### src/rtl/lpfc_pkg.sv
`timescale 1ns / 1ps
// lpfc_pkg: shared widths, constants, command and status types and the
// output saturation function of the low-pass feedback comb filter
// no dependencies
package lpfc_pkg;

    // field and register widths
    localparam int SAMPLE_W = 16;
    localparam int GAIN_W   = 32;
    localparam int PAIR_W   = 2 * SAMPLE_W;
    localparam int DWORDS_W = 12;
    localparam int CFG_IDX_W = 3;
    localparam int FRAC_W   = 14;
    localparam int PROD_W   = GAIN_W + SAMPLE_W;
    localparam int STEP_W   = 3;

    // default delay memory depth in sample pairs
    localparam int DELAY_DEPTH_DEF = 2048;

    // reset value of the delay length register
    localparam logic [DWORDS_W-1:0] DELAY_WORDS_RST = DWORDS_W'(2048);

    // register indexes on the configuration port
    localparam logic [CFG_IDX_W-1:0] REG_DIRECT_GAIN      = 3'd0;
    localparam logic [CFG_IDX_W-1:0] REG_PREV_INPUT_GAIN  = 3'd1;
    localparam logic [CFG_IDX_W-1:0] REG_PREV_OUTPUT_GAIN = 3'd2;
    localparam logic [CFG_IDX_W-1:0] REG_COMB_GAIN        = 3'd3;
    localparam logic [CFG_IDX_W-1:0] REG_DELAY_WORDS      = 3'd4;

    typedef logic [STEP_W-1:0] step_t;

    // product terms, one per multiplier step; the low two bits pick the gain
    localparam step_t TERM_DIRECT_FIRST   = 3'd0;
    localparam step_t TERM_PREV_IN_FIRST  = 3'd1;
    localparam step_t TERM_PREV_OUT_FIRST = 3'd2;
    localparam step_t TERM_COMB_FIRST     = 3'd3;
    localparam step_t TERM_DIRECT_SECOND  = 3'd4;
    localparam step_t TERM_PREV_IN_SECOND = 3'd5;
    localparam step_t TERM_PREV_OUT_SECOND = 3'd6;
    localparam step_t TERM_COMB_SECOND    = 3'd7;

    // controller to datapath
    typedef struct packed {
        logic  clear;   // clearing pass, write one zero entry
        logic  start;   // word accepted: latch samples, advance ring, read memory
        logic  mul;     // multiply the term selected by step
        logic  add;     // accumulate the registered product
        logic  mid;     // close the first sample of the pair
        logic  finish;  // close the second sample, load output, write back
        step_t step;
    } lpfc_cmd_t;

    // datapath to controller
    typedef struct packed {
        logic clear_last;
    } lpfc_sts_t;

    // arithmetic shift right by the fraction width, saturate to signed 16
    function automatic logic [SAMPLE_W-1:0] sat_shift(input logic [GAIN_W-1:0] acc);
        logic [SAMPLE_W-1:0] res;
        if ((acc[31] == acc[30]) && (acc[30] == acc[29]))
            res = acc[29:14];
        else if (acc[31])
            res = 16'h8000;
        else
            res = 16'h7FFF;
        return res;
    endfunction

endpackage

### src/rtl/lpfc_ctrl.sv
`timescale 1ns / 1ps
// lpfc_ctrl: sequencer of the comb filter: clearing pass, word accept,
// eight multiplier steps, finish and output valid
// depends on lpfc_pkg
module lpfc_ctrl (
    input  logic                clk,
    input  logic                rst_n,
    input  logic                in_valid,
    output logic                in_ready,
    output logic                out_valid,
    input  logic                out_ready,
    output lpfc_pkg::lpfc_cmd_t cmd,
    input  lpfc_pkg::lpfc_sts_t sts
);
    import lpfc_pkg::*;

    localparam logic [1:0] ST_CLEAR  = 2'd0;
    localparam logic [1:0] ST_IDLE   = 2'd1;
    localparam logic [1:0] ST_RUN    = 2'd2;
    localparam logic [1:0] ST_FINISH = 2'd3;

    // step that adds the last product of the first sample
    localparam step_t STEP_MID  = TERM_DIRECT_SECOND;
    localparam step_t STEP_LAST = TERM_COMB_SECOND;

    logic [1:0] state_reg;
    logic [1:0] state_next;
    step_t      step_reg;
    step_t      step_next;
    logic       out_valid_reg;
    logic       out_valid_next;
    logic       slot_free;

    assign slot_free = !out_valid_reg || out_ready;

    // next state and commands
    always_comb
    begin
        state_next     = state_reg;
        step_next      = step_reg;
        out_valid_next = out_valid_reg && !out_ready;
        in_ready       = 1'b0;
        cmd            = '0;
        cmd.step       = step_reg;
        case (state_reg)
            ST_CLEAR:
            begin
                cmd.clear = 1'b1;
                if (sts.clear_last)
                begin
                    state_next = ST_IDLE;
                end
            end
            ST_IDLE:
            begin
                in_ready = 1'b1;
                if (in_valid)
                begin
                    cmd.start  = 1'b1;
                    step_next  = TERM_DIRECT_FIRST;
                    state_next = ST_RUN;
                end
            end
            ST_RUN:
            begin
                cmd.mul   = 1'b1;
                cmd.add   = (step_reg != TERM_DIRECT_FIRST);
                cmd.mid   = (step_reg == STEP_MID);
                step_next = step_reg + step_t'(1);
                if (step_reg == STEP_LAST)
                begin
                    state_next = ST_FINISH;
                end
            end
            ST_FINISH:
            begin
                if (slot_free)
                begin
                    cmd.add        = 1'b1;
                    cmd.finish     = 1'b1;
                    out_valid_next = 1'b1;
                    state_next     = ST_IDLE;
                end
            end
            default:
            begin
                state_next = ST_IDLE;
            end
        endcase
    end

    // state registers
    always_ff @(posedge clk or negedge rst_n)
    begin
        if (!rst_n)
        begin
            state_reg     <= ST_CLEAR;
            step_reg      <= TERM_DIRECT_FIRST;
            out_valid_reg <= 1'b0;
        end
        else
        begin
            state_reg     <= state_next;
            step_reg      <= step_next;
            out_valid_reg <= out_valid_next;
        end
    end

    assign out_valid = out_valid_reg;

endmodule

### config.mk
export PLATFORM = sky130hd
export DESIGN_NAME = lpfc_ctrl
export DESIGN_NICKNAME = d
export VERILOG_FILES = /design/src/rtl/lpfc_pkg.sv /design/src/rtl/lpfc_ctrl.sv
export SDC_FILE = /design/constraint.sdc
export NUM_CORES = 1
export LEC_CHECK = 0
export ABC_CLOCK_PERIOD_IN_PS = 1900
export BUFFER_PORTS_ARGS = -buffer_cell sky130_fd_sc_hd__buf_2
export CAP_MARGIN = 20
export CORE_AREA = 2 2 39 41
export CTS_BUF_LIST = sky130_fd_sc_hd__clkbuf_16
export DETAILED_ROUTE_END_ITERATION = 10
export DIE_AREA = 0 0 41 43
export GPL_ROUTABILITY_DRIVEN = 0
export PLACE_DENSITY = 0.6
export SYNTH_ARGS = -nofsm -noshare
export SYNTH_HDL_FRONTEND = slang
export SYNTH_SLANG_ARGS = --single-unit
### constraint.sdc
create_clock -name clk -period 1.9 [get_ports clk]
set_clock_uncertainty 0.1 [all_clocks]
set_input_delay 0.19 -clock clk [delete_from_list [all_inputs] [get_ports clk]]
set_output_delay 0.19 -clock clk [all_outputs]
set_load 0.05 [all_outputs]
==> results of run 1 <==
==> metal layers <==
| metal | up-vias | track usage | routed length [µm] |
|---|---|---|---|
| met5 | - | 0 | 0 |
| met4 | 0 | 0.0600 | 17 |
| met3 | 2 | 0.0157 | 28 |
| met2 | 10 | 0.197 | 432 |
| met1 | 174 | 0.127 | 374 |
| li1 | 173 | - | - |
==> logic make-up (layout without fill, tap and decap cells) <==
kind of cell	after synthesis	count (layout)	share of synthesized area
AOI/OAI and AO/OA	4	4	0.122
adders and majority gates	9	9	0.244
buffers and inverters	6	25	0.0488
DFF	6	6	0.325
muxes	3	3	0.0759
and+or+nand+nor	12	12	0.184
==> how the worst max path moves through the flow <==
stage | from | endpoint | slack [ns] | depth (start not counted)
3_5_place_dp | step_reg[0]$_DFFE_PN0P_ | state_reg[1]$_DFFE_PN0P_ | 0.29 | 5
3_3_place_gp | state_reg[0]$_DFFE_PN0P_ | cmd[5] | 0.32 | 5
2_1_floorplan | out_valid$_DFF_PN0_ | cmd[5] | 0.04 | 3
5_1_grt | state_reg[0]$_DFFE_PN0P_ | cmd[5] | 0.02 | 5
6_report | state_reg[0]$_DFFE_PN0P_ | cmd[5] | 0.12 | 5
4_1_cts | state_reg[0]$_DFFE_PN0P_ | cmd[5] | 0.08 | 5
==> worst max-delay path: stages (launching register included) <==
cell                       delay (ns)
sky130_fd_sc_hd__dfrtp_1         0.41
sky130_fd_sc_hd__inv_1           0.14
sky130_fd_sc_hd__ha_2            0.26
sky130_fd_sc_hd__o221ai_1        0.15
sky130_fd_sc_hd__nand2b_2        0.09
sky130_fd_sc_hd__clkbuf_4        0.22
==> layout make-up <==
cell class / instances / area share
multi-input combinational: 28 / 0.453
sequential: 6 / 0.231
timing repair buffer: 16 / 0.135
clock buffer: 3 / 0.116
inverter: 6 / 0.0347
tap: 16 / 0.0308
==> cells in the final DEF (no fill, tap or decap), drive strengths merged <==
cell type / netlist / final
buf: 0 / 14
ha: 9 / 9
dfrtp: 6 / 6
inv: 6 / 6
nand2b: 5 / 5
clkbuf: 0 / 4
nand2: 3 / 3
mux2i: 2 / 2
and2: 2 / 2
a32o: 2 / 2
o221ai: 1 / 1
and3: 1 / 1
nand3: 1 / 1
o2111ai: 1 / 1
mux2: 1 / 1
dlygate4sd3: 0 / 1
==> timing repair <==
| item | CTS | global route |
|---|---|---|
| setup endpoints to repair | 0 | 1 |
| hold endpoints to repair | 6 | 0 |
| resized for setup | 0 | 1 |
| hold buffers | 1 | 0 |
==> metrics by stage <==
stage / hold WS [ns] / util / std cells / worst slack [ns]
CTS: 0.167 / 0.467 / 75 / 0.0772
global route: 0.183 / 0.469 / 75 / 0.0170
global placement: -0.0737 / 0.406 / 71 / 0.325
floorplan: -0.206 / - / 40 / 0.0407
detailed placement: -0.0759 / 0.406 / 71 / 0.291
finish: 0.166 / 0.469 / 75 / 0.123
==> impl_metrics.env, run 1 <==
export IMPL_status="finished clean"
export IMPL_slew_violations=0
export IMPL_io_pin_count=16
export IMPL_numPortBuffers=15
export IMPL_clock_insertion_delay_worst_skew_ns=0.22
export IMPL_route_antenna_remaining_nets=0
export IMPL_finalHoldViolations=0
export IMPL_yosys_top_cells_count="sky130_fd_sc_hd__ha_1 (9), sky130_fd_sc_hd__dfrtp_1 (6), sky130_fd_sc_hd__inv_1 (5)"
export IMPL_post_synth_cell_area_avg_um2=11.5
export IMPL_setup_viol=0
export IMPL_fin_nets=75
export IMPL_detailedRoute_firstPassIterationCount=2
export IMPL_critical_path_reg2reg_endpoint="state_reg[1]$_DFFE_PN0P_"
export IMPL_row_count=14
export IMPL_layout_area_seq_um2=150
export IMPL_drt_wirelength_per_cell_um=11.4
export IMPL_floorplan_die_height_um=43
export IMPL_setup_tns_final_ns=0
export IMPL_yosysTopAreaCellShare=0.325
export IMPL_cts_root_buf="sky130_fd_sc_hd__clkbuf_16"
export IMPL_track_usage=0.115
export IMPL_hold_crit_depth=3
export IMPL_fin_crit_sh=0.935
export IMPL_n_fill_cell=141
export IMPL_dpl_hpwl_um=686
export IMPL_dpl_instance_area_um2=562
export IMPL_syn_area_um2=462
export IMPL_worst_pin_slew_ns=0.273
export IMPL_rsz_0062_raised_after_global_routing="no"
export IMPL_tritoncts="built"
export IMPL_hold_path_startpoint="out_ready"
export IMPL_grt_max_degree=8
export IMPL_cp_max_fo=7
export IMPL_register_area_share_after_synthesis=0.325
export IMPL_async_flop_share=1.00
export IMPL_cells_after_synthesis=40
export IMPL_number_of_global_route_vias_before_repair=345
export IMPL_worstPathArrival_ns=1.49
export IMPL_setup_worst_path_end_class="primary output"
export IMPL_hold_end="out_valid$_DFF_PN0_"
export IMPL_dieArea_um2=1760
export IMPL_cts_num_sinks=6
export IMPL_min_path_type="in2reg"
export IMPL_worst_r2r_setup_slack_ns=0.29
export IMPL_syn_nets=54
export IMPL_worst_ep_required_time_ns=1.61
export IMPL_via_count=359
export IMPL_finish_instance_area_um2=649
export IMPL_die_width_um=41
export IMPL_globalRouteOverflowTotal=0
export IMPL_yosys_register_bits=6
export IMPL_ys_top_cells_by_area="sky130_fd_sc_hd__dfrtp_1 (33%), sky130_fd_sc_hd__ha_1 (24%), sky130_fd_sc_hd__nand2b_4 (6.0%)"
export IMPL_detail_route_drc_violations=0
export IMPL_max_cap_viols=0
export IMPL_rel_slew_slack=0.813
export IMPL_antenna_violations_before_repair=0
export IMPL_synthDominantAreaCellType="sky130_fd_sc_hd__dfrtp_1"
export IMPL_number_of_synthesized_flops_with_an_enable_pin=0
export IMPL_area_growth_syn_to_layout_pct=40.7
export IMPL_fmax_mhz=563
export IMPL_drt_wl_total_um=854
export IMPL_timing_setup_critical_path_class="reg2out"
export IMPL_postCtsSetupBuffers=0
export IMPL_post_route_cells_drive_above_1_share=0.475
export IMPL_htreeDepth=1
export IMPL_largest_reg_flops=3
export IMPL_timing_critical_path_from_type="flop"
export IMPL_synth_warning_count=0
export IMPL_global_route_wire_length_before_repair_um=1370
export IMPL_multiInputGateArea_um2=294
export IMPL_layout_min_cycle_time_ns=1.78
export IMPL_antenna_cells=0
export IMPL_synthDistinctLibCells=18
export IMPL_initial_utilization=0.334
export IMPL_number_of_buffers_between_clock_root_and_the_deepest_sink=2
export IMPL_clkSlewWorstSetupHoldPaths_ns=0.03
export IMPL_cts_buffers=3
export IMPL_library_cell_with_the_highest_instance_count_after_synthesis="sky130_fd_sc_hd__ha_1"
export IMPL_crit_reg2reg_launch="step_reg[0]$_DFFE_PN0P_"
export IMPL_dominantRegCellSynth="sky130_fd_sc_hd__dfrtp_1"
export IMPL_floorplan_core_area_um2=1380
export IMPL_detailed_router_s_first_iteration_violation_count=4
export IMPL_ff2ff_path_depth=5
export IMPL_number_of_vias_per_cell_after_detailed_routing=4.79
Power of run 1 is not shown: default switching activity piles up to over one toggle a cycle in this logic, so the estimate is an artifact.
==> run 2: changes to the inputs <==
--- a/config.mk
+++ b/config.mk
@@ -5,6 +5,7 @@
 export SDC_FILE = /design/constraint.sdc
 export NUM_CORES = 1
 export LEC_CHECK = 0
+export ABC_AREA = 1
 export ABC_CLOCK_PERIOD_IN_PS = 1900
 export BUFFER_PORTS_ARGS = -buffer_cell sky130_fd_sc_hd__buf_2
 export CAP_MARGIN = 20
@@ -13,7 +14,7 @@
 export DETAILED_ROUTE_END_ITERATION = 10
 export DIE_AREA = 0 0 41 43
 export GPL_ROUTABILITY_DRIVEN = 0
-export PLACE_DENSITY = 0.6
+export PLACE_DENSITY = 0.61
 export SYNTH_ARGS = -nofsm -noshare
 export SYNTH_HDL_FRONTEND = slang
 export SYNTH_SLANG_ARGS = --single-unit
==> impl_metrics.env, run 2 <==
export IMPL_numPortBuffers=15
export IMPL_setup_worst_path_end_class="primary output"
export IMPL_area_growth_syn_to_layout_pct=46.4
export IMPL_largest_family_of_logic_cells_by_synthesized_area="adder cells"
export IMPL_number_of_vias_per_cell_after_detailed_routing=4.30
export IMPL_largest_reg_flops=3
export IMPL_library_cell_with_the_highest_instance_count_after_synthesis="sky130_fd_sc_hd__inv_1"
export IMPL_worst_path_dominant_cell_family="buffers and inverters"
export IMPL_track_usage=0.144
export IMPL_globalRouteOverflowTotal=0
export IMPL_cts_buffers=3
export IMPL_globalRouteMet1Util=0.159
export IMPL_dieArea_um2=1760
export IMPL_number_of_buffers_between_clock_root_and_the_deepest_sink=2
export IMPL_htreeDepth=1
export IMPL_initial_utilization=0.343
export IMPL_timing_critical_path_from_type="flop"
export IMPL_setup_tns_final_ns=0
export IMPL_synth_simple_area_share=0.224
export IMPL_critical_path_max_stage_delay_ns=0.41
export IMPL_yosysTopAreaCellShare=0.317
export IMPL_yosys_mux_area_fraction=0
export IMPL_fmax_mhz=568
export IMPL_cts_num_sinks=6
export IMPL_antenna_cells=0
export IMPL_clkSlewWorstSetupHoldPaths_ns=0.04
export IMPL_rsz_0062_raised_after_global_routing="no"
export IMPL_cells_after_synthesis=58
export IMPL_timing_setup_critical_path_class="reg2out"
export IMPL_dpl_hpwl_um=765
export IMPL_top_usage_layer="met2"
export IMPL_floorplan_die_height_um=43
export IMPL_synth_compound_area_frac=0.103
export IMPL_hold_crit_depth=4
export IMPL_number_of_global_route_vias_before_repair=363
export IMPL_yosys_register_bits=6
export IMPL_row_count=14
export IMPL_synthDistinctLibCells=15
export IMPL_detail_route_drc_violations=0
export IMPL_dpl_instance_area_um2=594
export IMPL_worst_ep_required_time_ns=1.61
export IMPL_dominantRegCellSynth="sky130_fd_sc_hd__dfrtp_1"
export IMPL_worstPathArrival_ns=1.47
export IMPL_route_antenna_remaining_nets=0
export IMPL_cts_root_buf="sky130_fd_sc_hd__clkbuf_16"
export IMPL_setup_viol=0
export IMPL_drt_wirelength_per_cell_um=10.8
export IMPL_ys_top_cells_by_area="sky130_fd_sc_hd__dfrtp_1 (32%), sky130_fd_sc_hd__ha_1 (24%), sky130_fd_sc_hd__inv_1 (10%)"
export IMPL_global_route_usage_met2=0.219
export IMPL_number_of_synthesized_flops_with_an_enable_pin=0
export IMPL_drt_wl_total_um=1010
export IMPL_register_area_share_after_synthesis=0.317
export IMPL_finalHoldViolations=0
export IMPL_synth_warning_count=0
export IMPL_met3_usage=0.0942
export IMPL_fin_nets=93
export IMPL_clock_insertion_delay_worst_skew_ns=0.23
export IMPL_synthDominantAreaCellType="sky130_fd_sc_hd__dfrtp_1"
export IMPL_critPathBufInv=3
export IMPL_postCtsSetupBuffers=0
export IMPL_yosys_top_cells_count="sky130_fd_sc_hd__inv_1 (13), sky130_fd_sc_hd__nand2_1 (10), sky130_fd_sc_hd__ha_1 (9)"
export IMPL_post_synth_cell_area_avg_um2=8.18
export IMPL_grt_max_degree=7
export IMPL_timing_critical_path_slowest_stage_cell="sky130_fd_sc_hd__dfrtp_1"
export IMPL_async_flop_share=1.00
export IMPL_finish_instance_area_um2=694
export IMPL_cp_max_fo=6
export IMPL_die_width_um=41
export IMPL_timing_critical_path_depth=5
export IMPL_antenna_violations_before_repair=0
export IMPL_floorplan_core_area_um2=1380
export IMPL_global_route_wire_length_before_repair_um=1590
export IMPL_detailedRoute_firstPassIterationCount=4
export IMPL_io_pin_count=16
export IMPL_worst_pin_slew_ns=0.258
export IMPL_slew_violations=0
export IMPL_max_cap_viols=0
export IMPL_yosys_area_share_xor_xnor=0
export IMPL_syn_area_um2=474
export IMPL_rel_slew_slack=0.829
export IMPL_tritoncts="built"
export IMPL_synth_adder_area_share=0.237
export IMPL_most_common_library_cell_in_the_layout_ignoring_fill_and_taps="sky130_fd_sc_hd__buf_2"
export IMPL_crit_chain="inv_1 > ha_4 > inv_2 > nor3_4 > buf_2"
export IMPL_via_count=400
export IMPL_layout_min_cycle_time_ns=1.76
export IMPL_status="finished clean"
export IMPL_fin_crit_sh=0.926
export IMPL_most_common_layout_cells="sky130_fd_sc_hd__buf_2 (14), sky130_fd_sc_hd__inv_1 (13), sky130_fd_sc_hd__nand2_1 (10)"
export IMPL_post_route_cells_drive_above_1_share=0.377
export IMPL_min_path_type="in2reg"
export IMPL_detailed_router_s_first_iteration_violation_count=9
export IMPL_ff2ff_path_depth=6
export IMPL_syn_nets=72
## run 2: cells by family (layout without fill, tap and decap cells)
family,count (synthesis),in the layout
AOI/OAI and AO/OA,8,8
DFF,6,6
adders and majority gates,9,9
buffers and inverters,15,34
and+or+nand+nor,20,20
## run 2: area by class of cell
| cell class | instances | area, µm² |
|---|---|---|
| Fill cell | 143 | 689 |
| Clock buffer | 3 | 75.1 |
| Tap cell | 16 | 20.0 |
| Inverter | 15 | 56.3 |
| Timing Repair Buffer | 16 | 87.6 |
| Multi-Input combinational cell | 37 | 305 |
| Sequential cell | 6 | 150 |
## run 2: worst register-to-register path: stages (launching register included)
cell                       delay, ns
sky130_fd_sc_hd__dfrtp_1        0.40
sky130_fd_sc_hd__inv_1          0.13
sky130_fd_sc_hd__ha_1           0.24
sky130_fd_sc_hd__nand2_1        0.11
sky130_fd_sc_hd__nand2_4        0.07
sky130_fd_sc_hd__o21bai_1       0.15
sky130_fd_sc_hd__nand2_1        0.07
## run 2: repair_timing
item / 4_1_cts / 5_1_grt
endpoints found under the setup margin: 0 / 2
hold buffers: 1 / 0
endpoints found under the hold margin: 6 / 0
gates resized for setup: 0 / 4
## run 2: path summary, 6_finish.rpt
| check | startpoint | endpoint | slack, ns |
|---|---|---|---|
| max | state_reg[0]$_DFFE_PN0P_ | cmd[4] | 0.14 |
| min | out_ready | out_valid$_DFF_PN0_ | 0.14 |
| max reg2reg | state_reg[0]$_DFFE_PN0P_ | state_reg[0]$_DFFE_PN0P_ | 0.52 |
| min reg2reg | out_valid$_DFF_PN0_ | out_valid$_DFF_PN0_ | 0.42 |
| max in group asynchronous | rst_n | step_reg[1]$_DFFE_PN0P_ | 1.33 |
| min in group asynchronous | rst_n | step_reg[2]$_DFFE_PN0P_ | 0.21 |
## run 2: per-layer routing
metal,share of wire,vias to the layer above
li1,-,215
met1,0.43,170
met2,0.49,13
met3,0.073,2
met4,0.0079,0
met5,0,-
## run 2: through the flow
stage,setup slack (ns),hold WS (ns),util,std cells
floorplan,0.0244,-0.206,-,58
global placement,0.313,-0.0706,0.429,89
detailed placement,0.280,-0.0732,0.429,89
CTS,0.0259,0.145,0.491,93
global route,0.0305,0.182,0.502,93
finish,0.140,0.143,0.502,93
Power of run 2 is left out for the same reason.
